<file path="src/pli_ram.sv">
`default_nettype none

module pli_ram #(
    parameter int WIDTH = 8,
    parameter int DEPTH = 16
) (
    input  wire logic                     i_clk,
    input  wire logic                     i_we,
    input  wire logic [$clog2(DEPTH)-1:0] i_addr,
    input  wire logic [WIDTH-1:0]         i_wdata,
    output logic      [WIDTH-1:0]         o_rdata
);

    logic [WIDTH-1:0] r_mem [DEPTH];

    // Single port, read before write, registered read data.
    always_ff @(posedge i_clk) begin
        if (i_we) begin
            r_mem[i_addr] <= i_wdata;
        end
        o_rdata <= r_mem[i_addr];
    end

endmodule

`default_nettype wire

</file>
<file path="config.mk">
export PLATFORM = sky130hd
export DESIGN_NAME = pli_ram
export DESIGN_NICKNAME = d
export VERILOG_FILES = /design/src/pli_ram.sv
export SDC_FILE = /design/constraint.sdc
export NUM_CORES = 1
export LEC_CHECK = 0
export BUFFER_PORTS_ARGS = -buffer_cell sky130_fd_sc_hd__buf_2
export CAP_MARGIN = 20
export CORE_UTILIZATION = 60
export CTS_CLUSTER_SIZE = 25
export DETAILED_ROUTE_END_ITERATION = 8
export GPL_TIMING_DRIVEN = 0
export PLACE_DENSITY_LB_ADDON = 0.05
export REMOVE_ABC_BUFFERS = 1
export SETUP_SLACK_MARGIN = 0.4
export SLEW_MARGIN = 20
export SYNTH_ARGS = -nofsm -noshare
export SYNTH_HDL_FRONTEND = slang
export SYNTH_SLANG_ARGS = --single-unit
</file>
<file path="constraint.sdc">
create_clock -name i_clk -period 1.65 [get_ports i_clk]
set_input_delay 0 -clock i_clk [delete_from_list [all_inputs] [get_ports i_clk]]
set_output_delay 0 -clock i_clk [all_outputs]
set_load 0.01 [all_outputs]
</file>
# ---- Word-level counts from Yosys, hierarchy flattened
# Memories as Yosys holds them, arrays and structs flattened. A register that Yosys moved wholly into a read port is not among the register bits.
# Index checks and enable logic that the tools add are counted.
dict set report word_totals {
  out_inout_bits 8
  memories 1
  regBits 0
  ram_bits 128
}
# memory depth word_bits rd rd_clocked_by_memory_dff wr line
set mem_list {}
lappend mem_list {r_mem 16 8 1 1 1 14} ;# logic [WIDTH-1:0] r_mem [DEPTH];
dict set report classes {
  muxes 2
}
# operator count
set op_table {}
lappend op_table {{$mux W1} 2}

# ---- Depth between registers and ports, before layout
# Gate-level depths: netlist of the first run.
dict set report logic_depth {
  ltp_word 2
  depth_mapped 5
  ltp_nobuf 3
}

# ---- Worst setup path before layout of the first run
# No wires, ideal clock.
dict set report synth_path {
  path_kind {input port to flip-flop}
  start {in i_addr[2]}
  end {mem r_mem[0][0], enable pin}
  path_stages 2
  t_arrival_ns 1.110
  setup_time_ns 0.383
  path_slack_ns 0.157
  cell_sequence {or3b_2 -> nor3_1}
}
# element line
set synth_rtl {}
lappend synth_rtl {{start: declaration} 9} ;# input wire logic [$clog2(DEPTH)-1:0] i_addr,
lappend synth_rtl {{end: declaration} 14}
# No word-level cell before the write port.

==> impl_metrics.tcl, run 1 <==
set metrics [dict create \
    status "finished clean" \
    stdcell_count 387 \
    post-route-drc-count 0 \
    wl_per_cell_um 21.7 \
    postSynthCellCount 230 \
    setup_tns_ns 0 \
    max_freq_ghz 0.766 \
    rows 33 \
    dp_cells 347 \
    wirelength_um 8410 \
    portBuffers 21 \
    grt_usage_pct 21.6 \
    cts_tree "yes" \
    die_w_um 93.9 \
    clock_path_buffers 2 \
    ir_worst_vdd_v 0.000885 \
    grt_max_degree 40 \
    dp_hpwl_um 5250 \
    p_comb_share_pct 4.5 \
    cts.clk_slew.worst_paths_ns 0.06 \
    pwr-share-seq_pct 47.4 \
    synthesis.area_sq_mm 0.00507 \
    first_pass_iters 4 \
    switching_power_mw 1.57 \
    fin_skew_ns 0.00418 \
    critPathBufInv 0 \
    criticalPathCategory "flop to flop" \
    ctsRootBufferMaster "clkbuf_8" \
    ant_nets 0 \
    worst_skew_pair.late_latency_ns 0.50 \
    final_layout_size_suffix_gt1_share_pct 36.2 \
    fin_nets 283 \
    worstPathRequired_ns 2.03 \
    slowest_delay_ns 0.51 \
    post_cts_buffers 0 \
    path_cells "mux4_2, a22oi_2, nand2_1" \
    powerDensity_mw_per_mm2 1360 \
    vias 2295 \
    ios 22 \
    gr-total-overflow 0 \
    syn_avg_cell_area_sq_um 22.0 \
    n_antenna_cell 0 \
    n_fill_cell 459 \
    path_max_fanout 1 \
    p_leak_nw 1.97 \
    start_util_pct 62.0 \
    cp-end-kind "flop" \
    core-area_sq_mm 0.00818 \
    rsz0062_at_grt "true" \
    synth_seq_cells 136 \
    antenna_found_initial 0 \
    critPathSlowestCell "mux4_2" \
    ys_seq_area_share_pct 79.0 \
    drtIter0Drc 172 \
    fin_ws_ns 0.345 \
    slew_headroom_pct 44.7 \
    yosysWarnings 0 \
    worst_pin_slew_ns 0.828 \
    setup_violations 0 \
    drv_cap 0 \
    clkPwrFrac_pct 48.1 \
    p_sw_share_pct 19.1 \
    die_h_um 93.9 \
    arrival_ns 1.68 \
    critPathTopFamily "multiplexers" \
    clock-sinks 136 \
    dp_slack_ns -0.513 \
    grt_first_pass_wirelength_um 13100 \
    min_period_ns 1.31 \
    hold_viol_final 0 \
    gp_congestion 0.747 \
    cts_max_level 4 \
    cts_buffers 17 \
    dieArea_sq_mm 0.00882 \
    min_period_over_period_pct 79.1 \
    startpoint_type "flop" \
    vias_per_cell 5.93 \
    grt_pass1_vias 2362 \
    syn_to_final_growth_pct 19.0 \
    intPower_mw 6.62 \
    drv_slew 0 \
    min_path_type "input port to flop" \
    ys_types 18 \
]
==> state kept, by name, summed over array words and instances, names as in the netlist <==
name	cells
o_rdata	8
r_mem	128
==> final cells by class <==
class                   instances  area [sq um]  share of cell area [%]
repair buffers                 31           204                    3.38
clock inverters                13           203                    3.36
multi-input cells              83          1070                    17.7
clock buffers                  19           422                    6.99
well taps                     105           131                    2.18
flip-flops and latches        136          4000                    66.4
==> cells in the final DEF (no fill, tap or decap), drive strengths merged <==
| cell | n |
|---|---|
| clkbuf | 19 |
| nor3 | 4 |
| and2 | 1 |
| nor2b | 2 |
| nand2b | 2 |
| buf | 23 |
| edfxtp | 128 |
| dlygate4sd3 | 8 |
| mux4 | 32 |
| clkinv | 6 |
| nand3b | 2 |
| a22oi | 16 |
| bufinv | 5 |
| or3b | 1 |
| nor2 | 13 |
| clkinvlp | 1 |
| nand2 | 9 |
| dfxtp | 8 |
| inv | 1 |
| nand3 | 1 |
==> stage by stage <==
step / power (mW) / util [%] / hold WS (ns) / instance area, sq um
after global placement: 4.28 / 64.1 / 0.370 / 5240
final: 8.19 / 73.8 / 0.110 / 6030
after floorplan: 4.12 / - / 0.0989 / 5010
after global routing: 8.42 / 73.8 / 0.145 / 6030
after detailed placement: 4.29 / 64.4 / 0.392 / 5270
after CTS: 8.22 / 73.4 / 0.0884 / 6000
==> worst register-to-register path: stages, from the launching register on <==
cell,delay [ns]
edfxtp_1,0.38
mux4_2,0.51
a22oi_2,0.19
nand2_1,0.10
==> path summary, 6_finish.rpt <==
kind                start          to  slack, ns  cells past startpoint
min             i_addr[3]  o_rdata[7]       0.11                      4
max reg2reg  r_mem[11][0]  o_rdata[0]       0.34                      3
min reg2reg   r_mem[3][6]  o_rdata[6]       0.69                      3
max          r_mem[11][0]  o_rdata[0]       0.34                      3
==> cell usage after synthesis <==
cell type | n | area share (%)
edfxtp_1 | 128 | 76
mux4_2 | 32 | 14
a22oi_1 | 16 | 2.4
nor2_1 | 13 | 0.96
nand2_1 | 9 | 0.67
dfxtp_1 | 8 | 3.2
buf_1 | 4 | 0.30
nor3_1 | 4 | 0.40
buf_2 | 2 | 0.20
buf_6 | 2 | 0.44
clkbuf_1 | 2 | 0.15
nand2b_1 | 2 | 0.25
nand3b_1 | 2 | 0.30
nor2b_1 | 2 | 0.25
and2_1 | 1 | 0.12
clkbuf_2 | 1 | 0.099
nand3_1 | 1 | 0.099
or3b_2 | 1 | 0.17
==> repair_timing <==
| item | 4_1_cts | 5_1_grt |
|---|---|---|
| hold buffers | 8 | 0 |
| pin swaps | 3 | 2 |
| resized for setup | 10 | 7 |
| endpoints found under the hold margin | 128 | 0 |
| endpoints found under the setup margin | 104 | 69 |
==> power groups by stage <==
stage | combinational [mW] | sequential [mW] | clock [mW]
finish | 0.367 | 3.88 | 3.94
global route | 0.400 | 3.89 | 4.13
CTS | 0.364 | 3.88 | 3.97
detailed placement | 0.338 | 3.95 | 0
global placement | 0.330 | 3.95 | 0
floorplan | 0.159 | 3.96 | 0
==> routing by layer <==
metal / GRT usage (%) / part of all wire [%] / vias up
met5: 0 / 0 / -
met4: 8.97 / 1.2 / 0
met3: 4.61 / 3.8 / 13
met2: 34.1 / 52 / 65
met1: 29.7 / 43 / 1177
li1: - / - / 1040
==> cell families after synthesis <==
| logic type | Yosys count | share of synthesized area [%] |
|---|---|---|
| flip-flops | 136 | 79.0 |
| AND/OR/NAND/NOR | 35 | 3.21 |
| multiplexers | 32 | 14.2 |
| AO/OA/AOI/OAI | 16 | 2.37 |
| buffers and inverters | 11 | 1.19 |
Note: power is estimated with default switching activity, not from simulation.
==> run 2: changes to the inputs <==
Settings changed: CORE_UTILIZATION 60 to 54.
Clock period 1.65 ns to 1.17 ns, I/O delays scaled along.
==> run 2 against run 1 <==
Against the previous run: the run now ends with setup timing left; register-to-register slack lost 0.47 ns; sequential share of layout area fell by 3.4 points; cell count up 3.6%; total power grew 37%; sequential power increased by 41%; clock skew rose by 0.0013 ns; largest power group is now registers; highest routed layer unchanged.
==> impl_metrics.tcl, run 2 (same netlist as run 1, synthesis figures left out) <==
set metrics [dict create \
    final_layout_size_suffix_gt1_share_pct 43.0 \
    top_register "r_mem" \
    n_antenna_cell 0 \
    cp-end-kind "flop" \
    path_cells "mux4_2, a22oi_2, nand2_1" \
    mostFrequentLayoutCells "edfxtp_1 (128), mux4_2 (32), buf_2 (19)" \
    min_period_ns 1.30 \
    dieArea_sq_mm 0.00978 \
    setup_tns_ns -0.574 \
    powerDensity_mw_per_mm2 1760 \
    drv_cap 0 \
    cts_max_level 4 \
    slew_headroom_pct 33.4 \
    clock-sinks 136 \
    post-route-drc-count 0 \
    slowest_delay_ns 0.50 \
    grt_pass1_vias 2520 \
    hold_viol_final 0 \
    status "finished, violations left" \
    ios 22 \
    grt_max_degree 40 \
    syn_to_final_growth_pct 25.5 \
    drv_slew 0 \
    ant_nets 0 \
    min_path_type "input port to flop" \
    worst_skew_pair.late_latency_ns 0.51 \
    core-area_sq_mm 0.00889 \
    clock_path_buffers 2 \
    final_util_pct 71.5 \
    cts_tree "yes" \
    cts_buffers 17 \
    worstPathRequired_ns 1.56 \
    fin_skew_ns 0.00544 \
    total_power_mw 11.2 \
    fin_ws_ns -0.125 \
    vias_per_cell 5.97 \
    first_pass_iters 4 \
    max_freq_ghz 0.772 \
    grt_usage_pct 20.9 \
    cts.clk_slew.worst_paths_ns 0.06 \
    final_area_sq_mm 0.00636 \
    vias 2392 \
    gp_congestion 0.689 \
    violations "setup timing" \
    critPathBufInv 0 \
    start_util_pct 57.0 \
    drtIter0Drc 146 \
    min_period_over_period_pct 111 \
    largest_register_ffs 128 \
    ir_worst_vdd_v 0.00113 \
    portBuffers 21 \
    hold_slack_ns 0.0945 \
    place_area_sq_mm 0.00527 \
    worst_pin_slew_ns 0.997 \
    reg_top3 "r_mem x128, o_rdata x8" \
    die_h_um 98.9 \
    use_met3_pct 5.18 \
    wirelength_um 9260 \
    critPathTopFamily "multiplexers" \
    die_w_um 98.9 \
    criticalPathCategory "flop to flop" \
    p_leak_nw 2.07 \
    gr-max-usage-layer "met2" \
    wl_per_cell_um 23.1 \
    stdcell_count 401 \
    path_max_fanout 1 \
    final_common_cell "edfxtp_1" \
    gr-total-overflow 0 \
    grtUsageMet2_pct 34.1 \
    ctsRootBufferMaster "clkbuf_8" \
    grt_first_pass_wirelength_um 14200 \
    arrival_ns 1.69 \
    rows 34 \
    critPathSlowestCell "mux4_2" \
    setup_violations 8 \
    rsz0062_at_grt "true" \
    dp_slack_ns -1.04 \
    dp_hpwl_um 5340 \
    gr-usage-met1_pct 27.0 \
    dp_cells 349 \
    fin_nets 296 \
    startpoint_type "flop" \
    antenna_found_initial 0 \
]
-- run 2: changes by cell type in the layout (fill, tap and decap cells not counted), moves of 3 or more --
cell     delta
a22oi_1     -3
nor2_1      -4
nor3_4      +4
nor2_4     +12
buf_4       +3
buf_12     +11
a22oi_2     +3
nor2_2      -8
-- run 2: worst register-to-register path: cells and delay by family (launching register included) --
family | cells | cell delay (ns)
AOI/OAI and AO/OA | 1 | 0.21
DFF | 1 | 0.40
muxes | 1 | 0.50
and+or+nand+nor | 1 | 0.08
-- run 2: final timing paths --
kind	startpoint	to	slack (ns)	depth (start not counted)
hold reg to reg	r_mem[15][6]	o_rdata[6]	0.68	3
setup reg to reg	r_mem[0][0]	o_rdata[0]	-0.13	3
hold / removal	i_addr[1]	o_rdata[4]	0.09	4
setup / recovery	r_mem[0][0]	o_rdata[0]	-0.13	3
-- run 2: area by class of cell --
| cell class | count | area [sq um] |
|---|---|---|
| clock buffers | 17 | 414 |
| multi-input cells | 83 | 1200 |
| clock inverters | 13 | 158 |
| fillers | 527 | 2530 |
| well taps | 108 | 135 |
| flip-flops and latches | 136 | 4000 |
| repair buffers | 44 | 452 |
-- run 2: report_power, final --
group          internal, mW  switching (mW)
combinational         0.266           0.339
clock                  3.20            1.91
sequential             5.45          0.0270
-- run 2: what timing repair did --
| item | 4_1_cts | 5_1_grt |
|---|---|---|
| pin swaps | 18 | 5 |
| endpoints found under the setup margin | 144 | 112 |
| hold buffers | 8 | 0 |
| buffers inserted | 10 | 4 |
| gates resized for setup | 46 | 6 |
| endpoints found under the hold margin | 128 | 0 |
-- run 2: metal layers --
| layer | share of wire [%] | routed length, um | vias to the layer above |
|---|---|---|---|
| li1 | - | - | 1068 |
| met1 | 44 | 4060 | 1256 |
| met2 | 51 | 4710 | 59 |
| met3 | 4.1 | 377 | 9 |
| met4 | 1.1 | 106 | 0 |
| met5 | 0 | 0 | - |
