<file path="src/pli_pkg.sv">
`default_nettype none

package pli_pkg;

    // Operation codes of a request.
    localparam logic OP_LOAD = 1'b0;
    localparam logic OP_STEP = 1'b1;

    // Configuration register indexes.
    localparam logic [2:0] CFG_TIME_STEP      = 3'd0;
    localparam logic [2:0] CFG_POSITION_SCALE = 3'd1;
    localparam logic [2:0] CFG_LOWER_X        = 3'd2;
    localparam logic [2:0] CFG_UPPER_X        = 3'd3;
    localparam logic [2:0] CFG_LOWER_Y        = 3'd4;
    localparam logic [2:0] CFG_UPPER_Y        = 3'd5;
    localparam logic [2:0] CFG_LOWER_Z        = 3'd6;
    localparam logic [2:0] CFG_UPPER_Z        = 3'd7;

    localparam logic [31:0] SAT_MAX = 32'h7FFF_FFFF;
    localparam logic [31:0] SAT_MIN = 32'h8000_0000;

    // Quotient bits retired per divider cycle.
    localparam int DIV_BITS  = 2;
    localparam int DIV_STEPS = 32 / DIV_BITS;
    localparam int DIV_CW    = $clog2(DIV_STEPS);

    typedef struct packed {
        logic               op;
        logic [7:0]         slot;
        logic signed [31:0] load_pos_x;
        logic signed [31:0] load_pos_y;
        logic signed [31:0] load_pos_z;
        logic signed [31:0] load_vel_x;
        logic signed [31:0] load_vel_y;
        logic signed [31:0] load_vel_z;
        logic signed [31:0] force_x;
        logic signed [31:0] force_y;
        logic signed [31:0] force_z;
        logic [31:0]        load_mass;
    } t_in_req;

    typedef struct packed {
        logic [7:0]         out_slot;
        logic signed [31:0] new_pos_x;
        logic signed [31:0] new_pos_y;
        logic signed [31:0] new_pos_z;
        logic signed [31:0] new_vel_x;
        logic signed [31:0] new_vel_y;
        logic signed [31:0] new_vel_z;
        logic               still_active;
    } t_out_res;

    // Three axes, index 0 is x.
    typedef logic [2:0][31:0] t_vec3;

    // One particle table entry.
    typedef struct packed {
        logic        act;
        logic [31:0] mass;
        t_vec3       acc;
        t_vec3       vel;
        t_vec3       pos;
    } t_entry;

    localparam int ENTRY_W = $bits(t_entry);

    // Divider status toward the sequencer.
    typedef struct packed {
        logic        done;
        logic        ovf;
        logic [31:0] quot;
    } t_div_stat;

    // Signed result from a magnitude; ovf means the magnitude is at least 2^32.
    function automatic logic [31:0] sat_mag(input logic neg, input logic ovf,
                                            input logic [31:0] q);
        logic [31:0] res;
        if (neg) begin
            res = (ovf || q[31]) ? SAT_MIN : (32'd0 - q);
        end else begin
            res = (ovf || q[31]) ? SAT_MAX : q;
        end
        return res;
    endfunction

    // Clamp a 34-bit signed sum to 32 bits.
    function automatic logic [31:0] sat34(input logic signed [33:0] x);
        logic [31:0] res;
        if (x > 34'sh0_7FFF_FFFF) begin
            res = SAT_MAX;
        end else if (x < -34'sh0_8000_0000) begin
            res = SAT_MIN;
        end else begin
            res = x[31:0];
        end
        return res;
    endfunction

    // Magnitude of a signed 32-bit value.
    function automatic logic [31:0] mag32(input logic [31:0] x);
        return x[31] ? (32'd0 - x) : x;
    endfunction

endpackage

`default_nettype wire

</file>
<file path="src/pli_div.sv">
`default_nettype none

module pli_div (
    input  wire logic              i_clk,
    input  wire logic              i_rst_n,
    input  wire logic              i_start,
    input  wire logic [63:0]       i_dividend,
    input  wire logic [32:0]       i_divisor,
    output pli_pkg::t_div_stat     o_stat
);

    import pli_pkg::*;

    logic              r_busy;
    logic              r_done;
    logic              r_ovf;
    logic [32:0]       r_rem;
    logic [31:0]       r_q;
    logic [32:0]       r_dvsr;
    logic [DIV_CW-1:0] r_cnt;

    logic [32:0] step_rem;
    logic [31:0] step_q;

    // Restoring division, DIV_BITS quotient bits per cycle.
    always_comb begin
        logic [33:0] trial;
        step_rem = r_rem;
        step_q   = r_q;
        for (int b = 0; b < DIV_BITS; b++) begin
            trial = {step_rem, step_q[31]};
            step_q = {step_q[30:0], 1'b0};
            if (trial >= {1'b0, r_dvsr}) begin
                trial     = trial - {1'b0, r_dvsr};
                step_q[0] = 1'b1;
            end
            step_rem = trial[32:0];
        end
    end

    // The quotient overflows 32 bits exactly when the upper dividend half
    // is not below the divisor; otherwise 32 quotient bits remain.
    always_ff @(posedge i_clk) begin
        if (!i_rst_n) begin
            r_busy <= 1'b0;
            r_done <= 1'b0;
            r_ovf  <= 1'b0;
        end else begin
            r_done <= 1'b0;
            if (i_start) begin
                r_dvsr <= i_divisor;
                r_cnt  <= '0;
                r_rem  <= {1'b0, i_dividend[63:32]};
                r_q    <= i_dividend[31:0];
                if ({1'b0, i_dividend[63:32]} >= i_divisor) begin
                    r_ovf  <= 1'b1;
                    r_done <= 1'b1;
                end else begin
                    r_ovf  <= 1'b0;
                    r_busy <= 1'b1;
                end
            end else if (r_busy) begin
                r_rem <= step_rem;
                r_q   <= step_q;
                r_cnt <= r_cnt + 1'b1;
                if (r_cnt == DIV_CW'(DIV_STEPS - 1)) begin
                    r_busy <= 1'b0;
                    r_done <= 1'b1;
                end
            end
        end
    end

    assign o_stat = '{done: r_done, ovf: r_ovf, quot: r_q};

    // A finished division does not report while iterations remain.
    a_done_not_busy: assert property (@(posedge i_clk) disable iff (!i_rst_n)
        r_done |-> !r_busy)
        else $error("divider done while busy");

    // The last iteration always reports completion next cycle.
    a_last_done: assert property (@(posedge i_clk) disable iff (!i_rst_n)
        (r_busy && !i_start && r_cnt == DIV_CW'(DIV_STEPS - 1)) |=> r_done)
        else $error("divider missed completion");

    // An overflowed division ends at once.
    a_ovf_fast: assert property (@(posedge i_clk) disable iff (!i_rst_n)
        (r_done && r_ovf) |-> $past(i_start))
        else $error("overflow reported late");

endmodule

`default_nettype wire

</file>
<file path="config.mk">
export PLATFORM = sky130hd
export DESIGN_NAME = pli_div
export DESIGN_NICKNAME = d
export VERILOG_FILES = /design/src/pli_pkg.sv /design/src/pli_div.sv
export SDC_FILE = /design/constraint.sdc
export NUM_CORES = 1
export LEC_CHECK = 0
export BUFFER_PORTS_ARGS = -buffer_cell sky130_fd_sc_hd__buf_2
export CAP_MARGIN = 5
export CORE_ASPECT_RATIO = 0.9
export CORE_MARGIN = 3
export CORE_UTILIZATION = 55
export DETAILED_ROUTE_END_ITERATION = 10
export PLACE_DENSITY = 0.77
export SLEW_MARGIN = 10
export SYNTH_ARGS = -nofsm -noshare
export SYNTH_HDL_FRONTEND = slang
export SYNTH_SLANG_ARGS = --single-unit
</file>
<file path="constraint.sdc">
create_clock -name i_clk -period 13.05 [get_ports i_clk]
set_clock_uncertainty 0.1 [all_clocks]
set_input_delay 0 -clock i_clk [delete_from_list [all_inputs] [get_ports i_clk]]
set_output_delay 0 -clock i_clk [all_outputs]
set_load 0.01 [all_outputs]
</file>
---- Yosys cells after proc, flatten, opt, wreduce, memory -nomap -nowiden ----
Cells that the tools add are included.
cells by class
  reductions and logical operators ........ 3
  bitwise logic cells ..................... 0
  $mul .................................... 0
  divide/modulo/power cells ............... 0
  add/sub/neg operators ................... 3
  mux-type cells .......................... 17
  eq/ne operators ......................... 2
  shifts and indexed selects .............. 0
  magnitude comparators ................... 3
operators by type and width
  kind                                          number
  2-to-1 mux 33 bit                             3
  2-to-1 mux 32 bit                             3
  greater-or-equal comparator 34 x 33 -> 1 bit  2
  subtractor 33 bit                             2
  greater-or-equal comparator 32 x 33 -> 1 bit  1
  2-to-1 mux 1 bit                              10
  adder 4 x 1 -> 4 bit, second input constant   1
  == test 4 bit, second input constant          1
  2-to-1 mux 4 bit                              1
  AND reduction 2 bit                           2
  inequality test 2 bit, second input constant  1
  nonzero test 2 bit                            1
storage, ports and cells
  RAM bits ................................ 0
  output and inout bits ................... 34
  latch bits .............................. 0
  bits in read-only memories .............. 0
  register bits after elaboration ......... 105
  word-level logic and storage cells ...... 36
  memories ................................ 0

---- Logic depth before layout (Yosys ltp) ----
  depth in word-level cells ............... 6
  gate-level depth with buffers ........... 27
  gate-level depth less buffers ........... 22

---- Least setup slack after synthesis ----
Ideal clock, no wire load.
  kind .................................... flip-flop to flip-flop
  start ................................... register r_q[31]
  end ..................................... register r_rem[29], data pin
  setup slack ............................. 7.454 ns
  cell stages (with the launch flop) ...... 24
  period minus slack after synthesis ...... 5.596 ns
  data arrival time ....................... 5.218 ns
  library setup time ...................... 0.279 ns
  required time ........................... 12.671 ns
  cell sequence ........................... edfxtp_1 inv_1 ha_1 inv_1 fa_1 a211oi_1 o211ai_1 a21oi_2 o31ai_4 o2111ai_4 and2_1 buf_6 mux2_2 ha_1 a21o_1 a311o_1 a21oi_2 o221ai_1 a31oi_1 and3_1 o211ai_2 buf_6 a2111oi_0 a311oi_1
on the way
  word-level cells in the longest chain between the ends .. 6
  elaborated cells on any way between the ends .. 8
ends and longest elaborated chain
  item                                                                               RTL line                      RTL
  from (decl)                                                                        pli_div.sv:18                 logic [31:0] r_q;
  from (signal assigned)                                                             pli_div.sv:54                 r_q <= i_dividend[31:0];
  from (signal assigned)                                                             pli_div.sv:64                 r_q <= step_q;
  subtractor 33 bit or greater-or-equal comparator 34 x 33 -> 1 bit (tied branches)  pli_div.sv:34, pli_div.sv:33
  2-to-1 mux 33 bit *                                                                pli_div.sv:33                 if (trial >= {1'b0, r_dvsr}) begin
  subtractor 33 bit or greater-or-equal comparator 34 x 33 -> 1 bit (tied branches)  pli_div.sv:34, pli_div.sv:33
  2-to-1 mux 33 bit *                                                                pli_div.sv:33
  2-to-1 mux 33 bit *                                                                pli_div.sv:62                 end else if (r_busy) begin
  2-to-1 mux 32 bit *                                                                pli_div.sv:50                 if (i_start) begin
  to (signal assigned)                                                               pli_div.sv:53                 r_rem <= {1'b0, i_dividend[63:32]};
  to (signal assigned)                                                               pli_div.sv:63                 r_rem <= step_rem;
  to (decl)                                                                          pli_div.sv:17                 logic [32:0] r_rem;
Every way passes the cells marked *; elsewhere a longest branch is shown, timed or not. The select of a mux whose other input is x is not followed.
A chain may end at the register's enable or synchronous reset.

---- Worst setup path after layout ----
  start ................................... register r_q[31]
  end ..................................... register r_rem[12], data pin
The elaborated chain is that of the path after synthesis.

==> impl_metrics.tcl <==
set metrics [dict create \
    placed_area_mm2 0.0103 \
    final_nets 1414 \
    rows 44 \
    slowest_delay_ns 0.67 \
    p_comb_share_pct 74.7 \
    finalHoldViolations 0 \
    cts_made_buffers 9 \
    via_per_inst 6.38 \
    core_mm2 0.0165 \
    routed.top_layer "met4" \
    drc_errors 0 \
    p_int_uw 1630 \
    ctsRootBufferMaster "clkbuf_16" \
    vias 9105 \
    htree_levels 3 \
    ys_ff_latch 105 \
    critPathTopFamily "compound AO/OA/AOI/OAI gates" \
    finalCritPeriodShare_pct 56.8 \
    yosysTopAreaCell "edfxtp_1" \
    clk-insertion-delay-late_ns 0.37 \
    dp_hpwl_um 20800 \
    status "complete, no violations" \
    detail-route-antenna-nets 0 \
    p_switching_uw 1680 \
    ir_drop_mv 0.160 \
    crit_chain "inv_1 -> ha_1 -> inv_1 -> fa_1 -> a211oi_1 -> o211ai_1 -> a21oi_2 -> o31ai_4 -> o2111ai_4 -> and2_1 -> o21ai_0 -> fa_1 -> a21o_1 -> a311o_1 -> a21oi_2 -> o221ai_1 -> a31oi_1 -> and3_1 -> o211a_1 -> buf_4 -> nor3_1 -> a311o_1" \
    rsz0062_at_grt "false" \
    synth.avg_cell_area_um2 9.51 \
    critPathRequiredTime_ns 13.07 \
    p_leak_uw 0.00516 \
    seq_area_frac_synth_pct 32.8 \
    hold_class "primary input to flop" \
    grt_max_degree 94 \
    cpMaxStageDelayCell "and2_1" \
    avgRoutedWirePerCell_um 21.3 \
    synthFlopType "edfxtp_1" \
    routabilityCongestion 0.940 \
    stdcell_count 1426 \
    drive_above_1_share_pct 19.4 \
    synth_most_common_cell "edfxtp_1" \
    post_cts_buffers 0 \
    finalInstanceArea_mm2 0.0116 \
    wl_met3_um 3190 \
    drt-total-wl_um 30400 \
    cts_sinks 105 \
    area_delta_synth_final_pct 21.6 \
    dr.pass1.iters 6 \
    yosysWarningCount 0 \
    slew_violations 0 \
    p_sw_share_pct 50.8 \
    synth-edff-count 102 \
    fin_crit_ns 7.42 \
    layout_setup_ws_ns 5.63 \
    clk_pin_slew_ns 0.09 \
    critPathArrivalTime_ns 7.44 \
    dp.cells 1310 \
    die_h_um 131 \
    initial_core_util_pct 57.6 \
    ys_types 81 \
    tritoncts "built" \
    crit_type "flop to flop" \
    fmax_mhz 135 \
    antenna_found_initial 0 \
    wl_met2_um 13300 \
    die_area_mm2 0.0189 \
    final_util_pct 70.0 \
    pre_cts_slack_ns 5.80 \
    clock_power_share_pct 8.8 \
    grt_pass1_vias 8886 \
    grt_overflow_total 0 \
    dieWidth_um 145 \
    yosysTopAreaCellShare_pct 32.2 \
    cp_max_fo 22 \
    synthTopCellsByCount "102 x edfxtp_1, 99 x ha_1, 82 x inv_1, 82 x nand2_1, 78 x a21oi_1" \
    cp-start-kind "flop" \
    max_cap_violations 0 \
    synthCells 1000 \
    syn_nets 1201 \
    wl_met1_um 12900 \
    tightest_slew_ns 1.29 \
    clockBufferDepth 2 \
    powerDensity_mw_per_mm2 286 \
    synth-async-reset-ratio_pct 0 \
    cp-end-kind "flop" \
    ios 134 \
    fin_tns_setup_ns 0 \
    seq_power_share_pct 16.4 \
    relSlewSlack_pct 13.9 \
    setup_viol 0 \
    syn_area_mm2 0.00951 \
    worst-path-buf-inv 3 \
    grt_pass1_wl_um 47700 \
    portBuffers 133 \
    netlist_top_cells_area "edfxtp_1 32%, ha_1 13%, mux2_2 5.4%" \
    drtIter0Drc 762 \
    track_usage_pct 32.5 \
]
[cell type report]
cell class / instances / area [µm²]
diodes: 1 / 2.50
multi-input cells: 778 / 5880
well taps: 207 / 259
inverters: 83 / 312
repair buffers: 236 / 1690
flip-flops and latches: 105 / 3120
clock buffers: 9 / 225
clock inverters: 7 / 77.6
fillers: 1198 / 4950
[path summary, 6_finish.rpt]
kind | from | endpoint | slack (ns) | cells past startpoint
worst max-delay path | r_q[31]$_DFFE_PP_ | r_rem[12]$_DFFE_PP_ | 5.63 | 22
worst min-delay path | i_dividend[32] | r_rem[0]$_DFFE_PP_ | 0.1 | 3
worst max register to register | r_q[31]$_DFFE_PP_ | r_rem[12]$_DFFE_PP_ | 5.63 | 22
worst min register to register | r_ovf$_SDFFE_PN0P_ | r_ovf$_SDFFE_PN0P_ | 0.40 | 2
[sequential cells by signal, indices dropped and copies added (netlist names)]
name    cells
r_dvsr     33
r_busy      1
r_rem      33
r_q        32
r_ovf       1
r_cnt       4
r_done      1
[kinds of logic after synthesis]
group | after synthesis | share of synthesized area [%]
compound gates | 296 | 22.9
xor+xnor | 54 | 4.97
flops | 105 | 32.8
buf+inv | 117 | 5.45
mux | 51 | 5.97
simple gates | 276 | 14.5
fa+ha+maj | 101 | 13.4
[layout by cell type (no fill, tap or decap), drive strengths merged, types with 9 or more instances in the layout]
cell type      n
and2          12
a21oi         81
o211ai        12
a31oi         18
a21o          42
nand2         83
xor2          22
ha            99
o21ai         35
buf          137
mux2          46
clkbuf         9
nand4         12
xnor2         32
a211oi         9
and3          14
inv           88
nor3          14
o311ai        13
nand3         37
nor2          56
edfxtp       102
nand2b        10
dlygate4sd3   99
o21a          12
nor2b          9
[through the flow]
stage / hold WS (ns) / power (µW)
after floorplan: -0.00113 / 2450
after global placement: 0.0923 / 2870
after detailed placement: 0.0941 / 2900
after CTS: 0.0217 / 3230
after global routing: 0.0624 / 3540
final: 0.0981 / 3310
[tightest hold or removal path, stage by stage]
cell      delay [ns]
buf_2           0.11
nor2_1          0.07
a311oi_2        0.24
[routing by layer]
layer,GRT usage [%],vias up
met5,0,-
met1,45.6,4247
met4,11.2,0
met3,7.79,73
met2,49.7,583
li1,-,4202
[what timing repair did]
| item | 4_1_cts | 5_1_grt |
|---|---|---|
| endpoints found under the hold margin | 99 | 0 |
| hold buffers | 99 | 0 |
| resized for setup | 0 | 0 |
[power by group through the flow]
stage,clock network (µW),registers (µW),logic [µW]
global route,303,548,2690
floorplan,0,528,1920
CTS,291,538,2400
global placement,0,544,2330
finish,291,544,2470
detailed placement,0,545,2350
No activity file was read; power rests on OpenSTA's default activity.
